## config.mk

```make
export PLATFORM = sky130hd
export DESIGN_NAME = sql_error_signature_detector
export DESIGN_NICKNAME = d
export VERILOG_FILES = /design/src/rtl/sqlsig_pkg.sv /design/src/rtl/sql_error_signature_detector.sv
export VERILOG_INCLUDE_DIRS = /design/src /design/src/rtl
export SDC_FILE = /design/constraint.sdc
export NUM_CORES = 1
export LEC_CHECK = 0
export ABC_CLOCK_PERIOD_IN_PS = 26300
export BUFFER_PORTS_ARGS = -buffer_cell sky130_fd_sc_hd__buf_2
export CAP_MARGIN = 20
export CORE_MARGIN = 5
export CORE_UTILIZATION = 60
export CTS_BUF_LIST = sky130_fd_sc_hd__clkbuf_16
export CTS_CLUSTER_DIAMETER = 80
export DETAILED_ROUTE_END_ITERATION = 6
export PLACE_DENSITY = 0.77
export SYNTH_ARGS = -nofsm -noshare
export SYNTH_HDL_FRONTEND = slang
export SYNTH_SLANG_ARGS = --single-unit
```

## constraint.sdc

```tcl
create_clock -name clk -period 26.3 [get_ports clk]
set_input_delay 2.63 -clock clk [delete_from_list [all_inputs] [get_ports clk]]
set_output_delay 2.63 -clock clk [all_outputs]
set_load 0.03 [all_outputs]
```

## src/rtl/assert_macros.svh

```systemverilog
// Assertion helpers. All of them sample on the rising clock edge and are
// disabled while reset is asserted.
`ifndef ASSERT_MACROS_SVH
`define ASSERT_MACROS_SVH

`ifndef SYNTHESIS

`define ASSERT_ALWAYS(lbl, clk, rstn, expr) \
    lbl: assert property (@(posedge clk) disable iff (!(rstn)) (expr)) \
        else $error("assertion failed: always");

`define ASSERT_IMPL(lbl, clk, rstn, ante, cons) \
    lbl: assert property (@(posedge clk) disable iff (!(rstn)) (ante) |-> (cons)) \
        else $error("assertion failed: same-cycle implication");

`define ASSERT_NEXT(lbl, clk, rstn, ante, cons) \
    lbl: assert property (@(posedge clk) disable iff (!(rstn)) (ante) |=> (cons)) \
        else $error("assertion failed: next-cycle implication");

`else

`define ASSERT_ALWAYS(lbl, clk, rstn, expr)
`define ASSERT_IMPL(lbl, clk, rstn, ante, cons)
`define ASSERT_NEXT(lbl, clk, rstn, ante, cons)

`endif

`endif

```

## src/rtl/sqlsig_pkg.sv

```systemverilog
package sqlsig_pkg;

    // Bytes kept for text matching, counting the byte being processed.
    localparam int HISTORY_BYTES = 33;
    // Widest text signature.
    localparam int SIG_BYTES = 33;
    localparam int CMP_BYTES = (HISTORY_BYTES < SIG_BYTES) ? HISTORY_BYTES : SIG_BYTES;

    localparam int SEEN_W   = 6;
    localparam int MASK_W   = 7;
    localparam int FLAGS_W  = 8;
    localparam int BIN_LEN  = 18;

    typedef logic [8*SIG_BYTES-1:0]     sig_t;
    typedef logic [8*HISTORY_BYTES-1:0] window_t;
    typedef logic [SEEN_W-1:0]          seen_t;
    typedef logic [BIN_LEN-1:0]         bin_prog_t;

    // Text signatures; last character sits in the low byte.
    localparam sig_t SIG_MYSQL  = "You have an error i";
    localparam sig_t SIG_JDBC   = "java.sql.SQLSyntaxErrorException:";
    localparam sig_t SIG_NOSQL  = "BadValue";
    localparam sig_t SIG_PG_S   = "SERROR";
    localparam sig_t SIG_PG_V   = "VERROR";
    localparam sig_t SIG_PG_N   = "or near";
    localparam sig_t SIG_SQLITE = {"SQLITE", "_ERROR:"};

    localparam seen_t LEN_MYSQL  = 6'd19;
    localparam seen_t LEN_JDBC   = 6'd33;
    localparam seen_t LEN_NOSQL  = 6'd8;
    localparam seen_t LEN_PG_S   = 6'd6;
    localparam seen_t LEN_PG_V   = 6'd6;
    localparam seen_t LEN_PG_N   = 6'd7;
    localparam seen_t LEN_SQLITE = 6'd13;

    // Sticky flag positions
    localparam int FLAG_MYSQL  = 0;
    localparam int FLAG_JDBC   = 1;
    localparam int FLAG_NOSQL  = 2;
    localparam int FLAG_PG_S   = 3;
    localparam int FLAG_PG_V   = 4;
    localparam int FLAG_PG_N   = 5;
    localparam int FLAG_BIN    = 6;
    localparam int FLAG_SQLITE = 7;

    typedef enum logic [2:0] {
        RULE_NONE      = 3'd0,
        RULE_MYSQL     = 3'd1,
        RULE_JDBC_TEXT = 3'd2,
        RULE_NOSQL     = 3'd3,
        RULE_PG        = 3'd4,
        RULE_JDBC_BIN  = 3'd5,
        RULE_SQLITE    = 3'd6
    } rule_code_t;

    typedef enum logic [1:0] {
        EL_LIT,
        EL_ANY,
        EL_PRINT
    } bin_elem_t;

    localparam bin_elem_t BIN_KIND [BIN_LEN] = '{
        EL_LIT, EL_LIT, EL_LIT, EL_LIT, EL_ANY, EL_LIT, EL_LIT, EL_LIT, EL_ANY,
        EL_PRINT, EL_LIT, EL_LIT, EL_LIT, EL_LIT, EL_PRINT, EL_LIT, EL_LIT, EL_LIT
    };

    localparam logic [7:0] BIN_VAL [BIN_LEN] = '{
        8'h02, 8'h00, 8'h00, 8'h00, 8'h00, 8'h00, 8'h00, 8'h00, 8'h00,
        8'h00, 8'h00, 8'h00, 8'h00, 8'h05, 8'h00, 8'hff, 8'hff, 8'hea
    };

    localparam logic [7:0] PRINT_LO = 8'h20;
    localparam logic [7:0] PRINT_HI = 8'h7f;

    // window[8k +: 8] is the k-th newest byte, k = 0 being the current one.
    function automatic logic text_hit(window_t window, sig_t sig, seen_t len,
                                      seen_t seen);
        logic hit;
        hit = (32'(len) <= HISTORY_BYTES) && (seen >= len);
        for (int k = 0; k < CMP_BYTES; k++) begin
            if ((k < 32'(len)) && (window[8*k +: 8] != sig[8*k +: 8]))
            begin
                hit = 1'b0;
            end
        end
        return hit;
    endfunction

    // One step of the binary pattern NFA; bit k means elements 0..k matched.
    function automatic bin_prog_t bin_advance(bin_prog_t prog, logic [7:0] b);
        bin_prog_t prev;
        bin_prog_t nxt;
        logic      printable;
        prev      = {prog[BIN_LEN-2:0], 1'b1};
        printable = (b >= PRINT_LO) && (b < PRINT_HI);
        for (int k = 0; k < BIN_LEN; k++) begin
            unique case (BIN_KIND[k])
                EL_LIT:   nxt[k] = prev[k] && (b == BIN_VAL[k]);
                EL_ANY:   nxt[k] = prev[k];
                EL_PRINT: nxt[k] = printable && (prev[k] || prog[k]);
                default:  nxt[k] = 1'b0;
            endcase
        end
        return nxt;
    endfunction

endpackage

```

## src/rtl/sql_error_signature_detector.sv

```systemverilog
// SQL error signature detector.
// Input channel: one byte of a buffer per item (data_byte, channel, last_byte),
// moved on in_valid high and in_stall low. channel is taken from the first
// byte of each buffer. last_byte closes the buffer.
// Output channel: one item (detected, rule_code) per buffer, moved on
// out_valid high and out_stall low. rule_code is the highest priority enabled
// rule that matched anywhere in the buffer on its channel.
// Config: cfg_write loads cfg_data into the rule enable mask (bit n enables
// rule n+1); write it only while no buffer is in flight.
// Throughput is one byte per cycle while in_stall is low: all signature
// comparators and the binary pattern NFA work in parallel on the input
// register and the byte history. The verdict is loaded into the output
// register as the last byte leaves the input register.
// While out_stall holds a verdict, non-final bytes keep flowing; a final byte
// waits in the input register, which then raises in_stall.
// Reset clears the flags, NFA progress, channel and byte count, and enables every rule.
`include "assert_macros.svh"

module sql_error_signature_detector
(
    input  logic       clk,
    input  logic       rst_n,
    input  logic       in_valid,
    output logic       in_stall,
    input  logic [7:0] data_byte,
    input  logic       channel,
    input  logic       last_byte,
    output logic       out_valid,
    input  logic       out_stall,
    output logic       detected,
    output logic [2:0] rule_code,
    input  logic       cfg_write,
    input  logic [6:0] cfg_data
);

    localparam int HISTORY_BYTES_M1 = sqlsig_pkg::HISTORY_BYTES - 1;

    // input register
    logic       in_valid_reg, in_valid_next;
    logic [7:0] byte_reg;
    logic       chan_in_reg;
    logic       last_reg;

    // buffer state
    logic [7:0]                     hist_reg [HISTORY_BYTES_M1];
    logic [sqlsig_pkg::FLAGS_W-1:0] flags_reg, flags_next;
    sqlsig_pkg::bin_prog_t          prog_reg, prog_next;
    logic                           chan_reg, chan_next;
    sqlsig_pkg::seen_t              seen_reg, seen_next;
    logic [sqlsig_pkg::MASK_W-1:0]  mask_reg;

    // output register
    logic                   out_valid_reg, out_valid_next;
    sqlsig_pkg::rule_code_t code_reg, code_next;

    logic                  accept;
    logic                  out_free;
    logic                  proc_fire;
    sqlsig_pkg::window_t   window;
    sqlsig_pkg::seen_t     seen_inc;
    logic [sqlsig_pkg::FLAGS_W-1:0] hits;
    logic                  buf_chan;

    assign out_free  = !out_valid_reg || !out_stall;
    assign proc_fire = in_valid_reg && (!last_reg || out_free);
    assign in_stall  = in_valid_reg && !proc_fire;
    assign accept    = in_valid && !in_stall;

    always_comb
    begin
        in_valid_next = in_valid_reg;
        if (accept)
        begin
            in_valid_next = 1'b1;
        end
        else if (proc_fire)
        begin
            in_valid_next = 1'b0;
        end
    end

    always_comb
    begin
        window[7:0] = byte_reg;
        for (int k = 1; k < sqlsig_pkg::HISTORY_BYTES; k++)
        begin
            window[8*k +: 8] = hist_reg[k-1];
        end
    end

    assign seen_inc = (seen_reg == '1) ? seen_reg : seen_reg + 1'b1;
    assign buf_chan = (seen_reg == '0) ? chan_in_reg : chan_reg;

    always_comb
    begin
        hits = '0;
        hits[sqlsig_pkg::FLAG_MYSQL] = sqlsig_pkg::text_hit(window,
            sqlsig_pkg::SIG_MYSQL, sqlsig_pkg::LEN_MYSQL, seen_inc);
        hits[sqlsig_pkg::FLAG_JDBC] = sqlsig_pkg::text_hit(window,
            sqlsig_pkg::SIG_JDBC, sqlsig_pkg::LEN_JDBC, seen_inc);
        hits[sqlsig_pkg::FLAG_NOSQL] = sqlsig_pkg::text_hit(window,
            sqlsig_pkg::SIG_NOSQL, sqlsig_pkg::LEN_NOSQL, seen_inc);
        hits[sqlsig_pkg::FLAG_PG_S] = sqlsig_pkg::text_hit(window,
            sqlsig_pkg::SIG_PG_S, sqlsig_pkg::LEN_PG_S, seen_inc);
        hits[sqlsig_pkg::FLAG_PG_V] = sqlsig_pkg::text_hit(window,
            sqlsig_pkg::SIG_PG_V, sqlsig_pkg::LEN_PG_V, seen_inc);
        hits[sqlsig_pkg::FLAG_PG_N] = sqlsig_pkg::text_hit(window,
            sqlsig_pkg::SIG_PG_N, sqlsig_pkg::LEN_PG_N, seen_inc);
        hits[sqlsig_pkg::FLAG_SQLITE] = sqlsig_pkg::text_hit(window,
            sqlsig_pkg::SIG_SQLITE, sqlsig_pkg::LEN_SQLITE, seen_inc);
        prog_next = sqlsig_pkg::bin_advance(prog_reg, byte_reg);
        hits[sqlsig_pkg::FLAG_BIN] = prog_next[sqlsig_pkg::BIN_LEN-1];
    end

    // Verdict over the flags including this byte's hits.
    logic [sqlsig_pkg::FLAGS_W-1:0] f;
    assign f = flags_reg | hits;

    always_comb
    begin
        code_next = sqlsig_pkg::RULE_NONE;
        if (!buf_chan)
        begin
            priority if (f[sqlsig_pkg::FLAG_MYSQL] && mask_reg[0])
                code_next = sqlsig_pkg::RULE_MYSQL;
            else if (f[sqlsig_pkg::FLAG_JDBC] && mask_reg[1])
                code_next = sqlsig_pkg::RULE_JDBC_TEXT;
            else if (f[sqlsig_pkg::FLAG_NOSQL] && mask_reg[2])
                code_next = sqlsig_pkg::RULE_NOSQL;
            else if (f[sqlsig_pkg::FLAG_PG_S] && f[sqlsig_pkg::FLAG_PG_V]
                     && f[sqlsig_pkg::FLAG_PG_N] && mask_reg[3])
                code_next = sqlsig_pkg::RULE_PG;
            else if (f[sqlsig_pkg::FLAG_BIN] && mask_reg[4])
                code_next = sqlsig_pkg::RULE_JDBC_BIN;
            else
                code_next = sqlsig_pkg::RULE_NONE;
        end
        else
        begin
            priority if (f[sqlsig_pkg::FLAG_SQLITE] && mask_reg[5])
                code_next = sqlsig_pkg::RULE_SQLITE;
            else if (f[sqlsig_pkg::FLAG_JDBC] && mask_reg[1])
                code_next = sqlsig_pkg::RULE_JDBC_TEXT;
            else
                code_next = sqlsig_pkg::RULE_NONE;
        end
    end

    always_comb
    begin
        flags_next = flags_reg;
        seen_next  = seen_reg;
        chan_next  = chan_reg;
        if (proc_fire)
        begin
            if (last_reg)
            begin
                flags_next = '0;
                seen_next  = '0;
                chan_next  = 1'b0;
            end
            else
            begin
                flags_next = f;
                seen_next  = seen_inc;
                chan_next  = buf_chan;
            end
        end
    end

    always_comb
    begin
        out_valid_next = out_valid_reg && out_stall;
        if (proc_fire && last_reg)
        begin
            out_valid_next = 1'b1;
        end
    end

    always_ff @(posedge clk or negedge rst_n)
    begin
        if (!rst_n)
        begin
            in_valid_reg  <= 1'b0;
            flags_reg     <= '0;
            prog_reg      <= '0;
            chan_reg      <= 1'b0;
            seen_reg      <= '0;
            mask_reg      <= '1;
            out_valid_reg <= 1'b0;
        end
        else
        begin
            in_valid_reg  <= in_valid_next;
            flags_reg     <= flags_next;
            chan_reg      <= chan_next;
            seen_reg      <= seen_next;
            out_valid_reg <= out_valid_next;
            if (proc_fire)
            begin
                prog_reg <= last_reg ? '0 : prog_next;
            end
            if (cfg_write)
            begin
                mask_reg <= cfg_data;
            end
        end
    end

    // Payload registers. History content older than seen_reg bytes is
    // never compared, so it needs no clearing between buffers.
    always_ff @(posedge clk)
    begin
        if (accept)
        begin
            byte_reg    <= data_byte;
            chan_in_reg <= channel;
            last_reg    <= last_byte;
        end
        if (proc_fire)
        begin
            hist_reg[0] <= byte_reg;
            for (int k = 1; k < HISTORY_BYTES_M1; k++)
            begin
                hist_reg[k] <= hist_reg[k-1];
            end
        end
        if (proc_fire && last_reg)
        begin
            code_reg <= code_next;
        end
    end

    assign out_valid = out_valid_reg;
    assign rule_code = code_reg;
    assign detected  = (code_reg != sqlsig_pkg::RULE_NONE);

    `ASSERT_NEXT(a_verdict_loads, clk, rst_n, proc_fire && last_reg, out_valid)
    `ASSERT_NEXT(a_state_clears, clk, rst_n, proc_fire && last_reg,
                 (seen_reg == '0) && (flags_reg == '0) && (prog_reg == '0))
    `ASSERT_IMPL(a_last_waits, clk, rst_n,
                 in_valid_reg && last_reg && out_valid_reg && out_stall, in_stall)
    `ASSERT_NEXT(a_out_hold, clk, rst_n, out_valid && out_stall,
                 out_valid && $stable(rule_code))
    `ASSERT_IMPL(a_progress_chain, clk, rst_n, proc_fire && !last_reg,
                 ((prog_next & ~{prog_reg[sqlsig_pkg::BIN_LEN-2:0], 1'b1}
                   & ~prog_reg) == '0))

endmodule

```

Word level (Yosys, flattened, before mapping)
Memory sizes are Yosys's and may differ from the RTL's.
Cells that the tools add are included.
- bits in registers: 53
- bits in writable memories: 256
- input bits: 22
- logic and storage cells: 258
- memories kept: 1
- add/sub/neg operators: 1
- $lt $le $gt $ge: 8
- equality and inequality tests: 88
- muxes and demuxes: 106
- bitwise gates (word level): 1
- reduce and logical (&&, ||, !) cells: 42
- memories (name ; words ; width ; rd ports ; clocked after Yosys merged registers in ; wr ports ; RTL line ; RTL):
    hist_reg ; 32 ; 8 ; 32 ; 0 ; 32 ; sql_error_signature_detector.sv:45 ; logic [7:0] hist_reg [HISTORY_BYTES_M1];
- operator list (kind ; number):
    8-bit by 7-bit inequality test with 1-bit output (second input constant) ; 75
    1-bit 2-to-1 mux ; 94
    8-bit by 6-bit inequality test with 1-bit output (second input constant) ; 8
    1-bit logical AND ; 29
    3-bit 2-to-1 mux ; 7
    17-bit 2-to-1 mux ; 1
    8-bit == test (second input constant) ; 2
    6-bit by 3-bit greater-or-equal comparator with 1-bit output (second input constant) ; 2
    6-bit by 4-bit greater-or-equal comparator with 1-bit output (second input constant) ; 2
    6-bit 2-to-1 mux ; 2
    8-bit by 2-bit == test with 1-bit output (second input constant) ; 1
    8-bit by 3-bit == test with 1-bit output (second input constant) ; 1
    8-bit by 6-bit greater-or-equal comparator with 1-bit output (second input constant) ; 1
    8-bit zero test ; 1
    8-bit by 7-bit less-than comparator with 1-bit output (second input constant) ; 1
    8-bit 2-to-1 mux ; 1
    8-bit OR ; 1
    6-bit by 1-bit adder with 6-bit output (second input constant) ; 1
    6-bit == test (second input constant) ; 1
    6-bit by 5-bit greater-or-equal comparator with 1-bit output (second input constant) ; 1
    6-bit greater-or-equal comparator (second input constant) ; 1
    6-bit zero test ; 1
    1-bit zero test ; 5
    1-bit logical OR ; 4
    other kinds (3) ; 3

Longest topological paths before layout
Gate-level depths: netlist (run 1).
- word-level depth: 45
- depth in mapped cells: 10
- gate-level depth less buffers: 9

Worst setup path before layout (run 1)
No wires, ideal clock.
- path kind: input to register
- start: input port out_stall
- end: register seen_reg[5]
- library setup time: 477 ps
- arrival: 10291 ps
- data required time: 25823 ps
- setup slack: 15532 ps
- cell stages on the path: 5
- path buffers: 1
- cells stage by stage: nand3_1 nand2_1 inv_1 buf_1 o21ai_0
- longest elaborated chain between the ends: 4
- ends and longest elaborated chain (what ; RTL line ; RTL):
    from (decl) ; sql_error_signature_detector.sv:29 ; input logic out_stall,
    1-bit zero test ; sql_error_signature_detector.sv:64 ; assign out_free = !out_valid_reg || !out_stall;
    1-bit logical OR ; sql_error_signature_detector.sv:64 ;
    1-bit logical OR ; sql_error_signature_detector.sv:65 ; assign proc_fire = in_valid_reg && (!last_reg || out_free);
    1-bit logical AND ; sql_error_signature_detector.sv:65 ;
    named net proc_fire ; sql_error_signature_detector.sv:58 ; logic proc_fire;
    to (signal assigned) ; sql_error_signature_detector.sv:197 ; seen_reg <= seen_next;
    to (decl) ; sql_error_signature_detector.sv:49 ; sqlsig_pkg::seen_t seen_reg, seen_next;
The timed path passes the listed nets, and every way through them passes these cells.
A chain may end at the register's enable or synchronous reset.

Worst setup path after layout (run 1)
- start: input port out_stall
- end: output port in_stall
- longest elaborated chain between the ends: 6
- ends and longest elaborated chain (what ; RTL line ; RTL):
    1-bit zero test ; sql_error_signature_detector.sv:64 ;
    1-bit logical OR ; sql_error_signature_detector.sv:64 ;
    1-bit logical OR ; sql_error_signature_detector.sv:65 ;
    1-bit logical AND ; sql_error_signature_detector.sv:65 ;
    1-bit zero test ; sql_error_signature_detector.sv:66 ; assign in_stall = in_valid_reg && !proc_fire;
    1-bit logical AND ; sql_error_signature_detector.sv:66 ;
    to (decl) ; sql_error_signature_detector.sv:24 ; output logic in_stall,
Every way passes these cells.

==> flow_summary.ini, run 1 <==
[finish]
synthToLayoutAreaGrowth_pct = 11.8
multiInputGateArea_sq_mm = 0.00234
design_area_sq_mm = 0.0129
antenna_cells = 0
seqCellArea_sq_mm = 0.00909
final_nets = 732
largest_reg_flops = 256
drive_above_1_share_pct = 12.7
n_fill_cell = 1229

[sta]
fin_crit_ps = 5770
setup_viol = 0
whs_ps = 441
final_hold_viol_count = 0
fin_tns_setup_ps = 0
final.period_utilization_pct = 21.9
slew_viol_final = 0
rsz0062_at_grt = no
fin_skew_ps = 22.6
slew_headroom_pct = 27.7
clock.fmax_mhz = 173
worst_pin_slew_ps = 1080

[synth]
ys_seq_area_share_pct = 79.0
synth_cells = 659
syn-num-nets = 683
async_flop_share_pct = 12.9
synth_ff_type = edfxtp_1
synth.cell_area_sq_mm = 0.0115
ys_ff_latch = 309
yosysTopAreaCellShare_pct = 70.2
synth.distinct_cells = 64
synth_commonest_cells = edfxtp_1 (269), nor4bb_1 (36), dfrtp_1 (34)
ys_top_cells_by_area = edfxtp_1 (70%), dfrtp_1 (7.4%), nor4bb_1 (3.1%)
yosysTopAreaCell = edfxtp_1
yosysWarnings = 0
yosysMostFrequentCell = edfxtp_1
synth_edf_count = 269
syn_avg_cell_area_sq_um = 17.5

[worst_setup_path]
r2r_setup_slack_ps = 23160
crit_path_start = out_stall
critPathKind = input pin to output port
critPathLaunchType = input pin
worstPathArrival_ps = 3140
crit_fanout = 3
r2r-start = last_reg
crit_path_end_kind = output port
cp.required_ps = 23670

[hold_path]
hold_start = hist_reg[1][46]
holdCritPathClass = flop to flop

[floorplan]
rows = 50
core_sq_mm = 0.0188
start_util_pct = 61.3
die-area_sq_mm = 0.0220
io_pins = 28
dieWidth_um = 148
die-height_um = 148

[run]
maxCapViolCount = 0

[route]
ant_nets = 0
first_iter_violations = 646
dr_total_vias = 6432
wl_per_cell_um = 24.5
drc = 0
via_per_inst = 6.67
drtPass1Iterations = 5
drt-total-wl_um = 23700

[clock_tree]
htreeDepth = 1
clk_latency_ps = 550
cts.sinks = 309
clk_pin_slew_ps = 60
cts_buffer_depth = 3
hold_buffers = 0
cts_buffers = 30
cts_resized = 0
cts_setup_buffers = 0
clock-root-buffer = clkbuf_16
cts_tree = done

[global_route]
grt_pass1_vias = 6225
grt_first_pass_wirelength_um = 36600
grt_overflow = 0
antenna_found_initial = 0
grt_max_degree = 181
gr-usage-all-layers_pct = 21.5

[placement]
gp_congestion = 0.928
hpwlAfterDp_um = 16100
placed_area_sq_mm = 0.0119
port_buffers = 26

[power]
peakVddDrop_uv = 60.0
clkPwrFrac_pct = 38.0
power.internal_uw = 829
comb_power_share_pct = 4.0
power.share.sequential_pct = 58.0
p_sw_share_pct = 21.7
switching_power_uw = 230
powerDensity_mw_per_mm2 = 82.3
p_leak_uw = 0.00448

[status]
outcome = completed
[critical path, cell delays in order]
cell and delay, ps:
buf_2 100, nand4_1 130, inv_1 80, buf_2 190
[cells by family after synthesis]
family	synth area share (%)
mux	0.576
flops	79.0
compound gates	4.30
xor+xnor	0.152
fa+ha+maj	0.217
simple gates	15.1
buf+inv	0.729
[layer usage]
| layer | vias to the layer above | part of all wire, % | GRT usage [%] |
|---|---|---|---|
| li1 | 2810 | - | - |
| met1 | 3277 | 42 | 32.2 |
| met2 | 298 | 48 | 33.5 |
| met3 | 47 | 7.6 | 3.69 |
| met4 | 0 | 2.5 | 5.59 |
| met5 | - | 0 | 0 |
[cells in the final DEF (no fill, tap or decap), drive strengths merged, types with 6 or more instances in the layout]
| cell | count |
|---|---|
| nand2 | 29 |
| nand3 | 14 |
| nand4 | 30 |
| a21oi | 9 |
| nand3b | 6 |
| nor2 | 28 |
| nor4bb | 36 |
| clkbuf | 32 |
| nor3 | 15 |
| dfrtp | 34 |
| edfxtp | 269 |
| and4b | 9 |
| nor4 | 22 |
| a31oi | 10 |
| clkinv | 13 |
| a22o | 13 |
| nor4b | 20 |
| buf | 28 |
| dfstp | 6 |
| inv | 18 |
| o21ai | 8 |
[power by group through the flow]
| stage | combinational (uW) | clock [uW] | sequential (uW) |
|---|---|---|---|
| 2_1_floorplan | 30.7 | 0 | 616 |
| 3_3_place_gp | 40.1 | 0 | 621 |
| 3_5_place_dp | 41.8 | 0 | 623 |
| 4_1_cts | 42.0 | 409 | 614 |
| 5_1_grt | 46.6 | 430 | 618 |
| 6_report | 42.7 | 403 | 614 |
[cell type report]
class,instances,area share [%]
Sequential cell,309,70.6
Inverter,10,0.350
Timing Repair Buffer,29,1.34
Clock buffer,31,6.03
Multi-Input combinational cell,328,18.2
Tap cell,234,2.28
Clock inverter,24,1.23
[through the flow]
stage          power (uW)  setup slack (ps)  utilization (%)  instances
6_report             1060             20530             68.6        965
4_1_cts              1060             20530             68.4        963
3_3_place_gp          661             20540             63.4        908
5_1_grt              1090             20520             68.6        965
3_5_place_dp          665             20450             63.4        908
2_1_floorplan         647             15530                -        659
[final timing paths]
check                                        end  cells after the start
worst max-delay path                    in_stall                      4
min in group asynchronous            prog_reg[2]                      1
worst min-delay path             hist_reg[1][54]                      0
max in group asynchronous            seen_reg[5]                      1
worst max register to register  hist_reg[0][104]                      4
worst min register to register   hist_reg[1][54]                      0
(Power assumes the default switching activity.)
==> inputs of run 2 (changes only) <==
--- a/config.mk
+++ b/config.mk
@@ -6,7 +6,7 @@
 export SDC_FILE = /design/constraint.sdc
 export NUM_CORES = 1
 export LEC_CHECK = 0
-export ABC_CLOCK_PERIOD_IN_PS = 26300
+export ABC_CLOCK_PERIOD_IN_PS = 5350
 export BUFFER_PORTS_ARGS = -buffer_cell sky130_fd_sc_hd__buf_2
 export CAP_MARGIN = 20
 export CORE_MARGIN = 5
==> constraint.sdc (replaced) <==
create_clock -name clk -period 5.35 [get_ports clk]
set_input_delay 0.535 -clock clk [delete_from_list [all_inputs] [get_ports clk]]
set_output_delay 0.535 -clock clk [all_outputs]
set_load 0.03 [all_outputs]
==> run 2 against run 1 <==
Against the previous run:
- die area unchanged
- sequential share of layout area increased by 0.29 points
- final area decreased by 0.41%
- final cell count decreased by 0.41%
- critical path type is now flop to flop
- highest routed layer unchanged
==> flow_summary.ini, run 2 (same netlist as run 1, synthesis figures left out) <==
[worst_setup_path]
crit_path_end_kind = flop
r2r_end = hist_reg[1][120]
critPathLaunchType = flop
crit_path_top_delay_cell = inv_8
crit_fanout = 112
endpoint = hist_reg[1][120]
crit_chain = nand3_1, nand2_1, inv_8, buf_4
critPathKind = flop to flop
r2r_setup_slack_ps = 2410
worstPathArrival_ps = 3120
max_stage_delay_ps = 760
cp.required_ps = 5530
crit_path_start = last_reg
rr_worst_depth = 4
r2r-start = last_reg

[run]
maxCapViolCount = 0

[sta]
setup_viol = 0
worst_pin_slew_ps = 982
final.period_utilization_pct = 55.0
layout_setup_ws_ps = 2410
rsz0062_at_grt = no
fin_crit_ps = 2940
fin_skew_ps = 24.2
fin_tns_setup_ps = 0
slew_headroom_pct = 34.1
final_hold_viol_count = 0
whs_ps = 110
clock.fmax_mhz = 340
slew_viol_final = 0

[global_route]
antenna_found_initial = 0
grt_max_degree = 116
grt_overflow = 0
grt_pass1_vias = 6193
gr-usage-all-layers_pct = 21.6
grt_first_pass_wirelength_um = 36400

[clock_tree]
cts_buffer_depth = 3
cts_tree = done
clk_pin_slew_ps = 60
clock-root-buffer = clkbuf_16
cts_buffers = 29
hold_buffers = 0
cts_resized = 0
clk_latency_ps = 560
cts.sinks = 309
cts_setup_buffers = 0
htreeDepth = 1

[floorplan]
die-area_sq_mm = 0.0220
io_pins = 28
start_util_pct = 61.3
dieWidth_um = 148
rows = 50
die-height_um = 148
core_sq_mm = 0.0188

[status]
outcome = completed

[placement]
hpwlAfterDp_um = 16200
detailedPlace.worstSlack_ps = 2310
port_buffers = 26
gp_congestion = 0.899
dp_cells = 909

[route]
drc = 0
dr_total_vias = 6324
drt-total-wl_um = 23700
ant_nets = 0
drtPass1Iterations = 6
via_per_inst = 6.58
wl_per_cell_um = 24.6
first_iter_violations = 880

[power]
powerDensity_mw_per_mm2 = 403
p_leak_uw = 0.00443
peakVddDrop_uv = 243
clkPwrFrac_pct = 37.4
switching_power_uw = 1140
power.internal_uw = 4020
power.share.sequential_pct = 58.5
p_sw_share_pct = 22.1
finalPower_uw = 5160
comb_power_share_pct = 4.1

[finish]
layout_commonest_cell = edfxtp_1
n_fill_cell = 1232
synthToLayoutAreaGrowth_pct = 11.4
final_nets = 730
largest_reg_flops = 256
drive_above_1_share_pct = 12.1
layout.cells.non_filler = 961
antenna_cells = 0
layout_common_cells = edfxtp_1 (269), nor4bb_1 (36), dfrtp_1 (34)

[hold_path]
holdCritPathClass = input pin to asynchronous set/reset pin
run 2: changes by cell type in the layout (fill, tap and decap cells not counted), sizes merged:
cell	before	now
clkbuf	32	29
clkinv	13	11
clkinvlp	1	2
run 2: worst min-delay path by stage:
stage | endpoint | slack [ps] | cells after the start
after floorplan | chan_reg | 240 | 0
after global placement | hist_reg[1][46] | 420 | 0
after detailed placement | hist_reg[1][97] | 430 | 0
after CTS | prog_reg[3] | 120 | 1
after global routing | byte_reg[5] | 140 | 1
final | prog_reg[2] | 110 | 1
run 2: critical path: cells and delay by family (launching register included):
family,cells,cell delay [ps]
buf+inv,2,1360
flops,1,550
simple gates,2,620
run 2: layer usage:
metal	global-route usage (%)	up-vias	share of wire (%)
li1	-	2808	-
met1	32.5	3213	43
met2	33.9	261	48
met3	3.69	42	6.9
met4	4.85	0	2.0
met5	0	-	0
run 2: area by class of cell:
| class | count | area [sq um] | area share [%] |
|---|---|---|---|
| inverters | 10 | 45.0 | 0.352 |
| clock buffers | 29 | 726 | 5.66 |
| well taps | 234 | 293 | 2.28 |
| clock inverters | 23 | 170 | 1.33 |
| multi-input cells | 328 | 2340 | 18.2 |
| repair buffers | 28 | 158 | 1.23 |
| flip-flops and latches | 309 | 9090 | 70.9 |
run 2: power by group through the flow:
stage | sequential, uW | clock [uW] | combinational (uW)
global placement | 3050 | 0 | 200
floorplan | 3010 | 0 | 151
detailed placement | 3060 | 0 | 210
CTS | 3020 | 1960 | 210
finish | 3020 | 1930 | 210
global route | 3040 | 2070 | 229
run 2: per-stage QoR:
| stage | util [%] | cell area, sq um |
|---|---|---|
| after floorplan | - | 11500 |
| after global placement | 63.5 | 11900 |
| after detailed placement | 63.5 | 11900 |
| after CTS | 68.3 | 12800 |
| after global routing | 68.3 | 12800 |
| final | 68.3 | 12800 |
